--- config.mk ---
export PLATFORM = sky130hd
export DESIGN_NAME = over_current_retry_integrator_core
export DESIGN_NICKNAME = d
export VERILOG_FILES = /design/src/hdl/ocri_pkg.sv /design/src/hdl/ocri_cfg.sv /design/src/hdl/ocri_update.sv /design/src/hdl/over_current_retry_integrator_core.sv
export SDC_FILE = /design/constraint.sdc
export NUM_CORES = 1
export LEC_CHECK = 0
export BUFFER_PORTS_ARGS = -buffer_cell sky130_fd_sc_hd__buf_4
export CAP_MARGIN = 20
export CORE_MARGIN = 3
export CORE_UTILIZATION = 23
export CTS_CLUSTER_DIAMETER = 30
export CTS_CLUSTER_SIZE = 20
export DETAILED_ROUTE_END_ITERATION = 8
export GPL_ROUTABILITY_DRIVEN = 0
export PLACE_DENSITY = 0.37
export SLEW_MARGIN = 40
export SYNTH_ARGS = -nofsm -noshare
export SYNTH_HDL_FRONTEND = slang
export SYNTH_SLANG_ARGS = --single-unit
export TNS_END_PERCENT = 30
--- constraint.sdc ---
create_clock -name clk -period 5.53 [get_ports clk]
set_clock_uncertainty 0.1 [all_clocks]
set_input_delay 0.2765 -clock clk [delete_from_list [all_inputs] [get_ports clk]]
set_output_delay 0.2765 -clock clk [all_outputs]
set_load 0.005 [all_outputs]
--- src/hdl/ocri_pkg.sv ---
// ----------------------------------------------------------------------------
// ocri_pkg
// Shared widths, register indexes, reset values and bundle types for the
// over-current retry integrator.
// ----------------------------------------------------------------------------
package ocri_pkg;

  // Field widths.
  localparam int STEP_WIDTH          = 16;
  localparam int LIMIT_WIDTH         = 24;
  localparam int RETRY_LEVEL_WIDTH   = 24;
  localparam int CFG_INDEX_WIDTH     = 2;
  localparam int CFG_DATA_WIDTH      = 24;
  localparam int LEVEL_WIDTH_DEFAULT = 24;

  // Configuration register indexes.
  localparam logic [CFG_INDEX_WIDTH-1:0] CFG_UP_STEP    = 2'd0;
  localparam logic [CFG_INDEX_WIDTH-1:0] CFG_DOWN_STEP  = 2'd1;
  localparam logic [CFG_INDEX_WIDTH-1:0] CFG_TRIP_LIMIT = 2'd2;

  // Configuration reset values.
  localparam logic [STEP_WIDTH-1:0]  UP_STEP_RESET    = 16'd65;
  localparam logic [STEP_WIDTH-1:0]  DOWN_STEP_RESET  = 16'd65;
  localparam logic [LIMIT_WIDTH-1:0] TRIP_LIMIT_RESET = 24'd65536;

  // Current configuration, as seen by the datapath.
  typedef struct packed {
    logic [STEP_WIDTH-1:0]  up_step;
    logic [STEP_WIDTH-1:0]  down_step;
    logic [LIMIT_WIDTH-1:0] trip_limit;
  } cfg_t;

  // One request: phase flags and gating conditions.
  typedef struct packed {
    logic phase_a_fault;
    logic phase_b_fault;
    logic phase_c_fault;
    logic clear_in_progress;
    logic sim_mode;
    logic bridge_sim_enable;
    logic init_done;
    logic feedback_disabled;
  } item_t;

  // One result.
  typedef struct packed {
    logic                         over_current_timeout;
    logic                         trip_phase_a;
    logic                         trip_phase_b;
    logic                         trip_phase_c;
    logic [RETRY_LEVEL_WIDTH-1:0] retry_level;
  } result_t;

endpackage

--- src/hdl/ocri_cfg.sv ---
// ----------------------------------------------------------------------------
// ocri_cfg
// Configuration register file: up step, down step and trip limit, written
// through a plain write port; writes to unused indexes are dropped.
// ----------------------------------------------------------------------------
module ocri_cfg (
  input  logic                                 clk,
  input  logic                                 rst,
  input  logic                                 cfg_we,
  input  logic [ocri_pkg::CFG_INDEX_WIDTH-1:0] cfg_index,
  input  logic [ocri_pkg::CFG_DATA_WIDTH-1:0]  cfg_data,
  output ocri_pkg::cfg_t                       cfg
);

  ocri_pkg::cfg_t regs;

  // Register writes; reset restores the default budget.
  always_ff @(posedge clk) begin
    if (rst) begin
      regs.up_step    <= ocri_pkg::UP_STEP_RESET;
      regs.down_step  <= ocri_pkg::DOWN_STEP_RESET;
      regs.trip_limit <= ocri_pkg::TRIP_LIMIT_RESET;
    end else if (cfg_we) begin
      case (cfg_index)
        ocri_pkg::CFG_UP_STEP: begin
          regs.up_step <= cfg_data[ocri_pkg::STEP_WIDTH-1:0];
        end
        ocri_pkg::CFG_DOWN_STEP: begin
          regs.down_step <= cfg_data[ocri_pkg::STEP_WIDTH-1:0];
        end
        ocri_pkg::CFG_TRIP_LIMIT: begin
          regs.trip_limit <= cfg_data[ocri_pkg::LIMIT_WIDTH-1:0];
        end
        default: begin
        end
      endcase
    end
  end

  assign cfg = regs;

endmodule

--- src/hdl/ocri_update.sv ---
// ----------------------------------------------------------------------------
// ocri_update
// One tick of the leaky level: qualify the phase flags, add or leak with
// saturation, then clamp at zero or at the trip limit.
// ----------------------------------------------------------------------------
module ocri_update #(
  parameter int LEVEL_WIDTH = ocri_pkg::LEVEL_WIDTH_DEFAULT
) (
  input  ocri_pkg::cfg_t         cfg,
  input  ocri_pkg::item_t        item,
  input  logic [LEVEL_WIDTH-1:0] level,
  input  logic                   timeout_flag,
  output logic [LEVEL_WIDTH-1:0] level_next,
  output ocri_pkg::result_t      result
);

  localparam int CMP_WIDTH =
    (LEVEL_WIDTH > ocri_pkg::LIMIT_WIDTH) ? LEVEL_WIDTH : ocri_pkg::LIMIT_WIDTH;

  logic                   gate;
  logic [2:0]             faults;
  logic [LEVEL_WIDTH:0]   sum;
  logic [LEVEL_WIDTH-1:0] up_level;
  logic [LEVEL_WIDTH-1:0] down_ext;
  logic [LEVEL_WIDTH-1:0] down_level;
  logic [LEVEL_WIDTH-1:0] raw_level;
  logic                   at_limit;
  logic                   timeout_next;
  logic [2:0]             trips;

  // Flags count only with no clear running, init done, feedback enabled,
  // and simulation either off or allowed to gate the bridge.
  assign gate = !item.clear_in_progress && (!item.sim_mode || item.bridge_sim_enable) &&
                item.init_done && !item.feedback_disabled;
  assign faults = {item.phase_a_fault, item.phase_b_fault, item.phase_c_fault} & {3{gate}};

  // Saturating add on a fault, flooring leak otherwise.
  assign sum        = {1'b0, level} + (LEVEL_WIDTH+1)'(cfg.up_step);
  assign up_level   = sum[LEVEL_WIDTH] ? '1 : sum[LEVEL_WIDTH-1:0];
  assign down_ext   = LEVEL_WIDTH'(cfg.down_step);
  assign down_level = (level > down_ext) ? (level - down_ext) : '0;
  assign raw_level  = (|faults) ? up_level : down_level;
  assign at_limit   = CMP_WIDTH'(raw_level) >= CMP_WIDTH'(cfg.trip_limit);

  // Zero wins over the limit; between the bounds the timeout holds.
  always_comb begin
    level_next   = raw_level;
    timeout_next = timeout_flag;
    trips        = '0;
    if (raw_level == '0) begin
      timeout_next = 1'b0;
    end else if (at_limit) begin
      level_next   = LEVEL_WIDTH'(cfg.trip_limit);
      timeout_next = 1'b1;
      trips        = faults;
    end
  end

  assign result.over_current_timeout = timeout_next;
  assign result.trip_phase_a         = trips[2];
  assign result.trip_phase_b         = trips[1];
  assign result.trip_phase_c         = trips[0];
  assign result.retry_level          = ocri_pkg::RETRY_LEVEL_WIDTH'(level_next);

endmodule

--- src/hdl/over_current_retry_integrator_core.sv ---
// ----------------------------------------------------------------------------
// over_current_retry_integrator_core
// Leaky-bucket integrator for recurrent instantaneous over-current trips.
// ----------------------------------------------------------------------------
// Usage:
// Each input request is one control tick: three phase fault flags and the
// gating conditions, on in_valid/in_ready. Each tick gives exactly one result
// on out_valid/out_ready: the timeout flag, per-phase trip pulses and the
// retry level after the tick.
// A request is held in an input register, then passes the update logic into
// the result register, where the level and timeout state are updated. One
// request is taken every cycle as long as results are taken; the throughput
// is set by the single level register that each tick reads and writes.
// While the receiver stalls, the held result and one more request in the
// input register are kept, so in_ready stays high until both are occupied.
// Reset (rst, synchronous) empties both registers, clears the level and the
// timeout flag and restores the configuration defaults. The user must write the
// cfg_we/cfg_index/cfg_data configuration while the block is idle (unchecked).
// ----------------------------------------------------------------------------
module over_current_retry_integrator_core #(
  parameter int LEVEL_WIDTH = ocri_pkg::LEVEL_WIDTH_DEFAULT
) (
  input  logic                                   clk,
  input  logic                                   rst,
  // Configuration write port.
  input  logic                                   cfg_we,
  input  logic [ocri_pkg::CFG_INDEX_WIDTH-1:0]   cfg_index,
  input  logic [ocri_pkg::CFG_DATA_WIDTH-1:0]    cfg_data,
  // Input channel.
  input  logic                                   in_valid,
  output logic                                   in_ready,
  input  logic                                   phase_a_fault,
  input  logic                                   phase_b_fault,
  input  logic                                   phase_c_fault,
  input  logic                                   clear_in_progress,
  input  logic                                   sim_mode,
  input  logic                                   bridge_sim_enable,
  input  logic                                   init_done,
  input  logic                                   feedback_disabled,
  // Output channel.
  output logic                                   out_valid,
  input  logic                                   out_ready,
  output logic                                   over_current_timeout,
  output logic                                   trip_phase_a,
  output logic                                   trip_phase_b,
  output logic                                   trip_phase_c,
  output logic [ocri_pkg::RETRY_LEVEL_WIDTH-1:0] retry_level
);

  ocri_pkg::cfg_t         cfg;
  ocri_pkg::item_t        item_q;
  logic                   item_q_valid;
  logic                   advance;
  logic [LEVEL_WIDTH-1:0] level;
  logic [LEVEL_WIDTH-1:0] level_next;
  logic                   timeout_flag;
  ocri_pkg::result_t      result_next;
  ocri_pkg::result_t      result_q;

  ocri_cfg u_cfg (
    .clk       (clk),
    .rst       (rst),
    .cfg_we    (cfg_we),
    .cfg_index (cfg_index),
    .cfg_data  (cfg_data),
    .cfg       (cfg)
  );

  ocri_update #(
    .LEVEL_WIDTH (LEVEL_WIDTH)
  ) u_update (
    .cfg          (cfg),
    .item         (item_q),
    .level        (level),
    .timeout_flag (timeout_flag),
    .level_next   (level_next),
    .result       (result_next)
  );

  // A held request moves on whenever the result register is free or drains.
  assign advance  = item_q_valid && (!out_valid || out_ready);
  assign in_ready = !item_q_valid || advance;

  // Input register.
  always_ff @(posedge clk) begin
    if (rst) begin
      item_q_valid <= 1'b0;
    end else if (in_ready) begin
      item_q_valid <= in_valid;
    end
    if (in_ready && in_valid) begin
      item_q <= '{phase_a_fault:     phase_a_fault,
                  phase_b_fault:     phase_b_fault,
                  phase_c_fault:     phase_c_fault,
                  clear_in_progress: clear_in_progress,
                  sim_mode:          sim_mode,
                  bridge_sim_enable: bridge_sim_enable,
                  init_done:         init_done,
                  feedback_disabled: feedback_disabled};
    end
  end

  // Integrator state and result register.
  always_ff @(posedge clk) begin
    if (rst) begin
      level        <= '0;
      timeout_flag <= 1'b0;
      out_valid    <= 1'b0;
    end else if (advance) begin
      level        <= level_next;
      timeout_flag <= result_next.over_current_timeout;
      out_valid    <= 1'b1;
    end else if (out_ready) begin
      out_valid    <= 1'b0;
    end
    if (advance) begin
      result_q <= result_next;
    end
  end

  assign over_current_timeout = result_q.over_current_timeout;
  assign trip_phase_a         = result_q.trip_phase_a;
  assign trip_phase_b         = result_q.trip_phase_b;
  assign trip_phase_c         = result_q.trip_phase_c;
  assign retry_level          = result_q.retry_level;

  // A trip pulse only comes with the timeout set.
  a_trip_sets_timeout: assert property (@(posedge clk) disable iff (rst)
    (out_valid && (trip_phase_a || trip_phase_b || trip_phase_c)) |-> over_current_timeout)
    else $error("trip pulse without timeout");

  // The held result matches the timeout state it left behind.
  a_timeout_tracks: assert property (@(posedge clk) disable iff (rst)
    out_valid |-> (over_current_timeout == timeout_flag))
    else $error("result timeout differs from state");

  // An empty input register always takes a request.
  a_empty_ready: assert property (@(posedge clk) disable iff (rst)
    !item_q_valid |-> in_ready)
    else $error("input stage empty but not ready");

  // A request that moves on shows up as a valid result next cycle.
  a_advance_valid: assert property (@(posedge clk) disable iff (rst)
    advance |=> out_valid)
    else $error("advanced request lost");

endmodule
==> results of run 1 <==
what timing repair did:
action	CTS	global route
endpoints found under the setup margin	0	48
hold buffers	14	0
hold endpoints to repair	14	0
gates resized for setup	0	6
path summary, 6_finish.rpt:
kind,from,to,cells after the start,slack [ns]
setup reg to reg,level[10],retry_level[18],20,0.31
hold / removal,cfg_data[19],u_cfg.cfg[19],3,0.01
setup / recovery,level[10],retry_level[18],20,0.31
hold reg to reg,u_cfg.cfg[5],u_cfg.cfg[5],2,0.36
layout make-up:
type                       instances  area [um2]
clock buffer                      19         454
clock inverter                    13         158
fill                            3491       22400
inverter                          51         191
multi-input combinational        720        4440
sequential                       119        2740
tap                              435         544
timing repair buffer             127        1010
per-layer routing:
layer | share of wire (%) | up-vias
li1 | - | 3573
met1 | 50 | 3419
met2 | 46 | 106
met3 | 2.0 | 30
met4 | 1.9 | 0
met5 | 0 | -
sequential cells by signal (all words and copies together) (netlist names), 8 cells and up:
| register | flops |
|---|---|
| u_cfg.cfg | 56 |
| retry_level | 24 |
| item_q | 8 |
| level | 24 |
Yosys cell counts, types with 13 or more instances:
cell and instances:
dfxtp_1 83, nor2_1 76, a21oi_1 110, o211ai_1 13, edfxtp_1 36, o31ai_1 31
clkbuf_1 40, o21ai_0 38, xor2_1 13, nor3_1 13, nand2_1 176, a31oi_1 14
ha_1 56, inv_1 51
critical path, stage by stage (launching register included):
cell and delay, ns:
dfxtp_1 0.35, ha_1 0.39, and4_1 0.29, or4b_1 0.48, o211a_2 0.17, buf_4 0.16, a21o_1 0.23, nor3_1 0.52
a21oi_1 0.12, o21ai_0 0.17, ha_1 0.30, nand3_1 0.08, o21ai_0 0.10, a31oi_1 0.17, or3_1 0.16, o2111ai_1 0.21
o221ai_4 0.32, buf_4 0.26, nor2_1 0.06, a21oi_1 0.24, nor2_1 0.08
power by group:
part	internal (mW)	switching (mW)	leakage, nW	total, mW
clock	0.705	0.482	0.297	1.19
combinational	1.74	2.51	2.46	4.25
sequential	1.21	0.0972	1.02	1.31
logic make-up after synthesis:
| family | share of synthesized area, % |
|---|---|
| multiplexers | 0.680 |
| buffers and inverters | 5.60 |
| XOR/XNOR | 2.90 |
| AO/OA/AOI/OAI | 23.3 |
| adder cells (fa/ha/maj) | 9.81 |
| flip-flops | 36.3 |
| AND/OR/NAND/NOR | 21.4 |
metrics by stage:
stage               hold slack (ns)  power, mW  setup TNS [ns]  worst slack, ns
detailed placement            0.349       5.51               0           0.0705
finish                       0.0117       6.74               0            0.314
global placement              0.345       5.51        -0.00599         -0.00599
floorplan                     0.275       3.73               0            0.765
global route                0.00163       7.28               0          0.00638
CTS                         0.00109       6.74               0           0.0566
==> results.md, run 1 <==
- Outcome: complete, no violations
- Hold Fails Final Rpt: 0
- Vias: 7128
- Static Leak: 3.78 nW
- Most frequent cells in the layout: nand2_1, buf_4, a21oi_1
- WL final: 29900 um
- CP required: ~5.6 ns
- CTS tree: done
- Top Usage Layer GRT: met2
- Ant. Diodes: 0
- CTS buffer count: 17
- Total global routing overflow: 0
- Die Wd: 187 um
- Post-detail-place hpwl: 23100 um
- Crit. End Element: flip-flop
- Least-Margin Pin Slew: roughly 0.8 ns
- MaxCap Viol Count: 0
- Setup-failing EPs final: 0
- Startpoint Class: flip-flop
- Placed instance area: 0.00877 mm2
- Pwr Density: 707 mW/mm2
- Worst vdd ir: 402 uV
- Final Max Slew Viols: 0
- Yosys reg bits: 119
- Fmax: 192 MHz
- Worst-path fanout max: 14
- Clock tree buffer depth: 2
- Drt first pass iters: 5
- Gate Count Post-Synth: 939
- Number of remaining DRC errors: 0
- Crit Path Class: reg -> reg
- Total global-route track usage: 16.8%
- Clk slew on worst S/H paths: about 0.07 ns
- Die footprint: approximately 0.035 mm2
- Primary FF master, synth: dfxtp_1
- Synth top area cells: dfxtp_1, edfxtp_1, ha_1, nand2_1, a21oi_1
- Most common cell after layout, fill and taps aside: nand2_1
- Top cell type by total area after synthesis: dfxtp_1
- Final Cell Area: approximately 0.0095 mm2
- Max_slew headroom: a little under half
- Final worst path period need: 5.22 ns
- Number of global-route vias before repair: slightly above 7000
- Cell row count: 65
- CP Data Arrival Time: 5.28 ns
- Placed cell count: about 1400
- Final ANT Viol Nets: 0
- RSZ-0062 raised after global routing: no
- CTS Sinks: around 120
- Die Y: 187 um
- Core Util, Final: 29.9%
- GR Util met1: 23.1%
- Core box area: approximately 0.032 mm2
- GR met2 Demand/Resource: 27.4%
- First-pass GRT wire length: ~44000 um
- Area Growth Syn to Fin: 26.4%
- Num ports: 69
- Mean Syn Cell Area: about 8 um2
- Initial core utilization: 23.6%
- Pin count of the biggest net entering global routing: 62
- Initial antenna violation count: 0
- Worst-Skew Late Latency: 0.42 ns
- Syn nets: 1036
- DR WL/cell: 20.2 um
- Fin crit share: 94.3%
- Detailed-route vias per instance: 4.80
- Post-CTS Setup Bufs: 0
- Layout Cells excl Fill: 1484
- CTS Root Cell: clkbuf_16
- Type of the tightest min-delay check: in -> reg
- EDFF count, synth: 36
- H-Tree Level Count: 4
- Netlist cell types: 67
- Synth async-reset ratio: 0%
- GR Util met3: 2.53%
- Ratio of cells with drive above 1 in the final layout: 16.0%
- Sequential area share after synthesis: 36.3%
- Post-synthesis cell area: 0.00755 mm2
- Initial DRC Count: 442
- Yosys warning total: 0
- Area share of the largest cell type after synthesis: approximately 22%
- Port Buf Inserts: between 60 and 70
- Final nets: 1133
No activity file was read; power rests on OpenSTA's default activity.
==> run 2, diff against run 1 <==
Settings changed: SYNTH_HIERARCHICAL from default to 1.
==> run 2 against run 1 <==
Against the previous run:
- combinational power fell by 27%
- core utilization fell by 0.95 points
- total power fell by 20%
- first-iteration DRC count rose by 7.5%
- die area rose by 13%
- synthesized cell count rose by 1.5%
- critical path depth rose by 3
- flip-flop and latch count did not move
==> results.md, run 2 <==
- Static Leak: 4.16 nW (+9.9%)
- Clk slew on worst S/H paths: 0.06 ns (about the same)
- Die Wd: 199 um (+6.1%)
- Number of global-route vias before repair: 7215 (+2.2%)
- Slowest library cell on the worst path: fa_1
- Die footprint: 0.0394 mm2 (+13%)
- Ratio of cells with drive above 1 in the final layout: 19.4% (+3.4 points)
- CTS Sinks: 119 (unchanged)
- Most frequent cells after synthesis: nand2b_1, mux2i_1, dfxtp_1
- Drt first pass iters: 5 (unchanged)
- Detailed-route vias per instance: 4.70 (-2.2%)
- WL final: 28800 um (-3.9%)
- Max reg flops: 56 (unchanged)
- Total global routing overflow: 0 (unchanged)
- Die Y: 199 um (+6.1%)
- Crit. End Element: flip-flop
- CTS Root Cell: clkbuf_16
- Sequential area share after synthesis: 32.1% (-4.2 points)
- GR met2 Demand/Resource: 22.6% (-4.7 points)
- Vias: 7095 (-0.46%)
- Pwr Density: 518 mW/mm2 (-27%)
- Max_slew headroom: 51.7% (+6.0 points)
- Top cell type by total area after synthesis: dfxtp_1
- Yosys warning total: 6 (+6)
- CTS buffer count: 17 (unchanged)
- Final worst path period need: 5.25 ns (+0.0378 ns)
- Worst vdd ir: 196 uV (-51%)
- DR WL/cell: 19.0 um (-5.6%)
- Most frequent cells in the layout: nand2b_1, buf_4, mux2i_1
- CP Data Arrival Time: 5.50 ns (+0.22 ns)
- Synth async-reset ratio: 0% (unchanged)
- Least-Margin Pin Slew: 0.719 ns (-0.0926 ns)
- Post-detail-place hpwl: 22900 um (-0.74%)
- Fmax: 190 MHz (-0.72%)
- Initial antenna violation count: 0 (unchanged)
- Pin count of the biggest net entering global routing: 93 (+50%)
- Total global-route track usage: 14.9% (-1.9 points)
- Primary FF master, synth: dfxtp_1
- Crit Path Class: reg -> reg
- Netlist cell types: 78 (+16%)
- Startpoint Class: flip-flop
- Yosys reg bits: 119 (unchanged)
- Synth top area cells: dfxtp_1, edfxtp_1, mux2i_1, nand2b_1, ha_1
- Most common cell after layout, fill and taps aside: nand2b_1
- Core box area: 0.0361 mm2 (+13%)
- GR Util met3: 2.27% (-0.26 points)
- Num ports: 69 (unchanged)
- EDFF count, synth: 36 (unchanged)
- Port Buf Inserts: 68 (unchanged)
- Most frequent CP cell: buf_4
- Setup-failing EPs final: 0 (unchanged)
- Clock tree buffer depth: 2 (unchanged)
- Final Max Slew Viols: 0 (unchanged)
- Area share of the largest cell type after synthesis: 19.5% (-2.5 points)
- Final nets: 1134 (+0.088%)
- H-Tree Level Count: 4 (unchanged)
- Syn nets: 1050 (+1.4%)
- Most common cell in the netlist: nand2b_1
- CP top delay family: compound AO/OA/AOI/OAI gates
- Post-synthesis cell area: 0.00853 mm2 (+13%)
- Mean Syn Cell Area: 8.95 um2 (+11%)
- CP cell instances: inv_1 -> ha_1 -> inv_1 -> fa_1 -> a211oi_4 -> o211ai_2 -> a21oi_4 -> buf_4 -> o21ai_1 -> a221oi_2 -> a211oi_2 -> nor4_1 -> ha_1 -> a21o_1 -> a21oi_1 -> buf_4 -> o2111ai_1 -> a2bb2oi_4 -> buf_4 -> a211oi_1 -> buf_4 -> nand2b_1 -> mux2i_1
- Initial core utilization: 23.6% (+0.025 points)
- Hold Fails Final Rpt: 0 (unchanged)
- Gate Count Post-Synth: 953 (+1.5%)
- Number of remaining DRC errors: 0 (unchanged)
- First-pass GRT wire length: 44500 um (+0.25%)
- Area Growth Syn to Fin: 22.3%
- CP required: 5.78 ns (+0.18 ns)
- WP buf/inv: 6 (+4)
- CTS tree: done
- Setup tns final: 0 ns (unchanged)
- CP max stage delay: 0.45 ns (-0.07 ns)
- Ant. Diodes: 0 (unchanged)
- Initial DRC Count: 475 (+7.5%)
- Top Usage Layer GRT: met2
- Power, Total: 5.41 mW (-20%)
- Fin crit share: 95.0% (+0.68 points)
- Worst-path fanout max: 10 (-4)
- MaxCap Viol Count: 0 (unchanged)
- RSZ-0062 raised after global routing: no
- Cell row count: 69 (+6.2%)
- Worst-Skew Late Latency: 0.42 ns (about the same)
- Outcome: complete, no violations
- Final ANT Viol Nets: 0 (unchanged)
- Type of the tightest min-delay check: in -> reg
- GR Util met1: 21.4% (-1.7 points)
run 2: changes by cell type after synthesis, moves of 10 or more:
cell      delta
nand2b_1   +123
o31ai_1     -23
o21ai_0     -11
nor2_1      -24
buf_4       +29
a21oi_1     -54
clkbuf_1    -10
nor2_2      +16
nand2_1    -131
mux2i_1     +90
run 2: worst reg2reg max path, cell delays in order, from the launching register on:
cell	delay [ns]
dfxtp_1	0.32
inv_1	0.06
ha_1	0.16
inv_1	0.05
fa_1	0.45
a211oi_4	0.31
o211ai_2	0.19
a21oi_4	0.25
buf_4	0.15
o21ai_1	0.12
a221oi_2	0.36
a211oi_2	0.12
nor4_1	0.43
ha_1	0.34
a21o_1	0.16
a21oi_1	0.15
buf_4	0.15
o2111ai_1	0.16
a2bb2oi_4	0.23
buf_4	0.23
a211oi_1	0.33
buf_4	0.18
nand2b_1	0.05
mux2i_1	0.12
run 2: logic make-up after synthesis:
| logic type | synth area share (%) |
|---|---|
| buffers and inverters | 7.51 |
| XOR/XNOR | 2.46 |
| multiplexers | 11.0 |
| adder cells (fa/ha/maj) | 8.68 |
| AND/OR/NAND/NOR | 21.9 |
| AO/OA/AOI/OAI | 16.2 |
| flip-flops | 32.1 |
run 2: repair_timing:
action                                 CTS  global route
gates resized for setup                  0             8
setup endpoints to repair                0            19
setup buffers                            0             2
endpoints found under the hold margin    9             0
hold buffers                             9             0
run 2: worst paths after layout:
kind / startpoint / to / slack (ns) / cells past startpoint
worst max-delay path: level[0] / level[10] / 0.28 / 23
worst max register to register: level[0] / level[10] / 0.28 / 23
worst min-delay path: cfg_data[21] / u_cfg/cfg[21] / 0.02 / 3
worst min register to register: u_cfg/cfg[38] / u_cfg/cfg[38] / 0.38 / 2
run 2: metrics by stage:
stage	hold WS, ns	area [um2]	instances	setup slack [ns]	util [%]
floorplan	0.275	8530	953	0.841	-
global placement	0.355	9680	1464	0.127	26.8
detailed placement	0.356	9730	1468	0.169	27.0
CTS	0.00360	10400	1509	0.130	28.8
global route	0.0260	10400	1511	0.00761	28.9
finish	0.0229	10400	1511	0.276	28.9
run 2: power by group:
part	switching, mW	leakage [nW]	internal [mW]
Combinational	1.69	2.87	1.42
Clock	0.426	0.261	0.654
Sequential	0.0723	1.02	1.15
Total	2.19	4.16	3.22
run 2: metal layers:
metal	share of wire, %	vias to the layer above
met5	0	-
met4	2.2	0
met3	3.0	23
met2	43	144
met1	51	3377
li1	-	3551
run 2: cell type report:
class	instances	area [um2]
multi-input combinational	710	5220
clock buffer	17	425
clock inverter	15	136
timing repair buffer	142	1160
inverter	47	176
sequential	119	2740
tap	461	577
fill	3898	25700
==> run 3, diff against run 2 <==
Settings changed: CORE_MARGIN 3 to 5.
==> run 3 against run 2 <==
Against the previous run:
- via count up 0.21%
- non-clock buffer count fell by 5
- clock power is 16% higher
- global-route usage decreased by 0.53 points
- critical endpoint is now level[0]
- largest cell class unchanged
- highest routed layer unchanged
==> results.md, run 3 (synthesis results as in run 2) <==
- Fin crit share: 95.0% (about the same)
- GR Util met1: 20.6% (-0.77 points)
- CTS Sinks: 119 (unchanged)
- Ant. Diodes: 0 (unchanged)
- CTS Root Cell: clkbuf_16
- CTS buffer count: 17 (unchanged)
- Hold path depth: 3 (unchanged)
- Worst-path fanout max: 14 (+4)
- MaxCap Viol Count: 0 (unchanged)
- Total global routing overflow: 0 (unchanged)
- Max reg flops: 56 (unchanged)
- R2r endpoint: level[0]
- Final Max Slew Viols: 0 (unchanged)
- Outcome: complete, no violations
- Die footprint: 0.0410 mm2 (+4.1%)
- Pwr Density: 533 mW/mm2 (+2.8%)
- Number of remaining DRC errors: 0 (unchanged)
- Total global-route track usage: 14.3% (-0.53 points)
- Most common cell after layout, fill and taps aside: nand2b_1
- GR met2 Demand/Resource: 21.9% (-0.77 points)
- Setup tns final: 0 ns (unchanged)
- Pint: 3.37 mW (+4.8%)
- CP required: 5.78 ns (about the same)
- Num ports: 69 (unchanged)
- Least-Margin Pin Slew: 0.803 ns (+0.0838 ns)
- Final Worst Setup Slack: 0.277 ns (+0.000958 ns)
- Core box area: 0.0366 mm2 (+1.4%)
- Worst vdd ir: 376 uV (+92%)
- Startpoint Class: flip-flop
- Drt first pass iters: 5 (unchanged)
- Final worst path period need: 5.25 ns (-0.000958 ns)
- Area Growth Syn to Fin: 22.6%
- Static Leak: 4.16 nW (+0.19%)
- CTS tree: done
- Crit. End Element: flip-flop
- H-Tree Level Count: 4 (unchanged)
- Number of global-route vias before repair: 7164 (-0.71%)
- Clk slew on worst S/H paths: 0.06 ns (about the same)
- Initial antenna violation count: 0 (unchanged)
- Sequential Power Share: 21.9% (-0.6 points)
- Post-detail-place hpwl: 23200 um (+1.2%)
- RSZ-0062 raised after global routing: no
- Port Buf Inserts: 68 (unchanged)
- GR Util met3: 2.68% (+0.41 points)
- Clock tree buffer depth: 2 (unchanged)
- Initial DRC Count: 444 (-6.5%)
- Hold Fails Final Rpt: 0 (unchanged)
- Most frequent cells in the layout: nand2b_1, buf_4, mux2i_1
- Clock share of power: 22.4% (+2.4 points)
- WL final: 29400 um (+2.3%)
- DR WL/cell: 19.4 um (+2.1%)
- CP Data Arrival Time: 5.50 ns (about the same)
- Vias: 7110 (+0.21%)
- FF-to-FF Start: level[15]
- Initial core utilization: 23.3% (-0.34 points)
- First-pass GRT wire length: 45000 um (+1.0%)
- Die Wd: 203 um (+2.0%)
- HP Start: cfg_data[6]
- Fmax: 190 MHz (about the same)
- Pin count of the biggest net entering global routing: 90 (-3.2%)
- R2r setup slk: 0.28 ns (about the same)
- DP Worst Slack: 0.115 ns (-0.0536 ns)
- Hold slack final: 0.0278 ns (+0.00497 ns)
- Type of the tightest min-delay check: in -> reg
- Final nets: 1129 (-0.44%)
- Ratio of cells with drive above 1 in the final layout: 18.6% (-0.86 points)
- Cell row count: 70 (+1.4%)
- Reg2Reg Depth: 21 (-8.7%)
- Hold endpoint: u_cfg/cfg[6]
- Psw: 2.20 mW (+0.65%)
- Sw Ratio: 39.5% (-0.97 points)
- Worst-Skew Late Latency: 0.44 ns (+0.02 ns)
- Detailed-route vias per instance: 4.70 (about the same)
- Comb power frac: 55.7% (-1.8 points)
- Top Usage Layer GRT: met2
- Setup-failing EPs final: 0 (unchanged)
- Crit Path Class: reg -> reg
- Max_slew headroom: 46.4% (-5.3 points)
- Die Y: 203 um (+2.0%)
- Power, Total: 5.58 mW (+3.1%)
- Final ANT Viol Nets: 0 (unchanged)
run 3: stage by stage:
stage               utilization, %  cell area (um2)  cells
finish                        28.6            10500   1513
global route                  28.6            10500   1513
CTS                           28.5            10400   1511
detailed placement            26.3             9640   1466
global placement              26.2             9610   1464
floorplan                        -             8530    953
run 3: area by class of cell:
| type | instances | area (um2) |
|---|---|---|
| timing repair buffer | 137 | 1110 |
| fill | 3937 | 26100 |
| clock buffer | 18 | 429 |
| tap | 468 | 586 |
| inverter | 47 | 176 |
| sequential | 119 | 2740 |
| multi-input combinational | 710 | 5200 |
| clock inverter | 14 | 223 |
run 3: what timing repair did:
| item | in CTS | in global routing |
|---|---|---|
| hold buffers | 13 | 0 |
| gates resized for setup | 0 | 3 |
| setup buffers | 0 | 2 |
| endpoints found under the hold margin | 13 | 0 |
| endpoints found under the setup margin | 0 | 30 |
run 3: worst max-delay path by stage:
stage	to	cells past startpoint	startpoint
2_1_floorplan	retry_level[13]	20	level[0]
6_report	level[0]	21	level[15]
4_1_cts	level[10]	23	level[0]
5_1_grt	level[0]	26	level[0]
3_5_place_dp	level[10]	23	level[0]
3_3_place_gp	level[10]	21	u_cfg/cfg[39]
run 3: routing by layer:
layer,part of all wire (%),wire (um),vias up
li1,-,-,3540
met3,4.3,1260,17
met5,0,0,-
met2,44,12900,160
met1,50,14800,3393
met4,1.5,444,0
run 3: critical path, cell delays in order, from the launching register on:
cell	delay, ns
dfxtp_1	0.41
ha_1	0.37
a21oi_1	0.42
o21a_1	0.21
and2_1	0.25
a21o_1	0.22
nand2_1	0.23
o21ai_0	0.37
ha_1	0.29
nand2b_1	0.14
a21o_1	0.18
a21o_1	0.17
a21oi_1	0.15
nor2b_1	0.06
o211ai_1	0.34
a21oi_1	0.17
a2bb2oi_4	0.20
buf_12	0.18
or2_2	0.30
a21oi_4	0.19
nand2b_1	0.08
mux2i_1	0.13
run 3: power by group through the flow:
stage	sequential (mW)	clock [mW]	combinational [mW]
6_report	1.22	1.25	3.11
3_3_place_gp	1.24	0	3.05
3_5_place_dp	1.24	0	3.01
4_1_cts	1.22	1.29	3.04
5_1_grt	1.24	1.33	3.42
2_1_floorplan	1.23	0	2.17
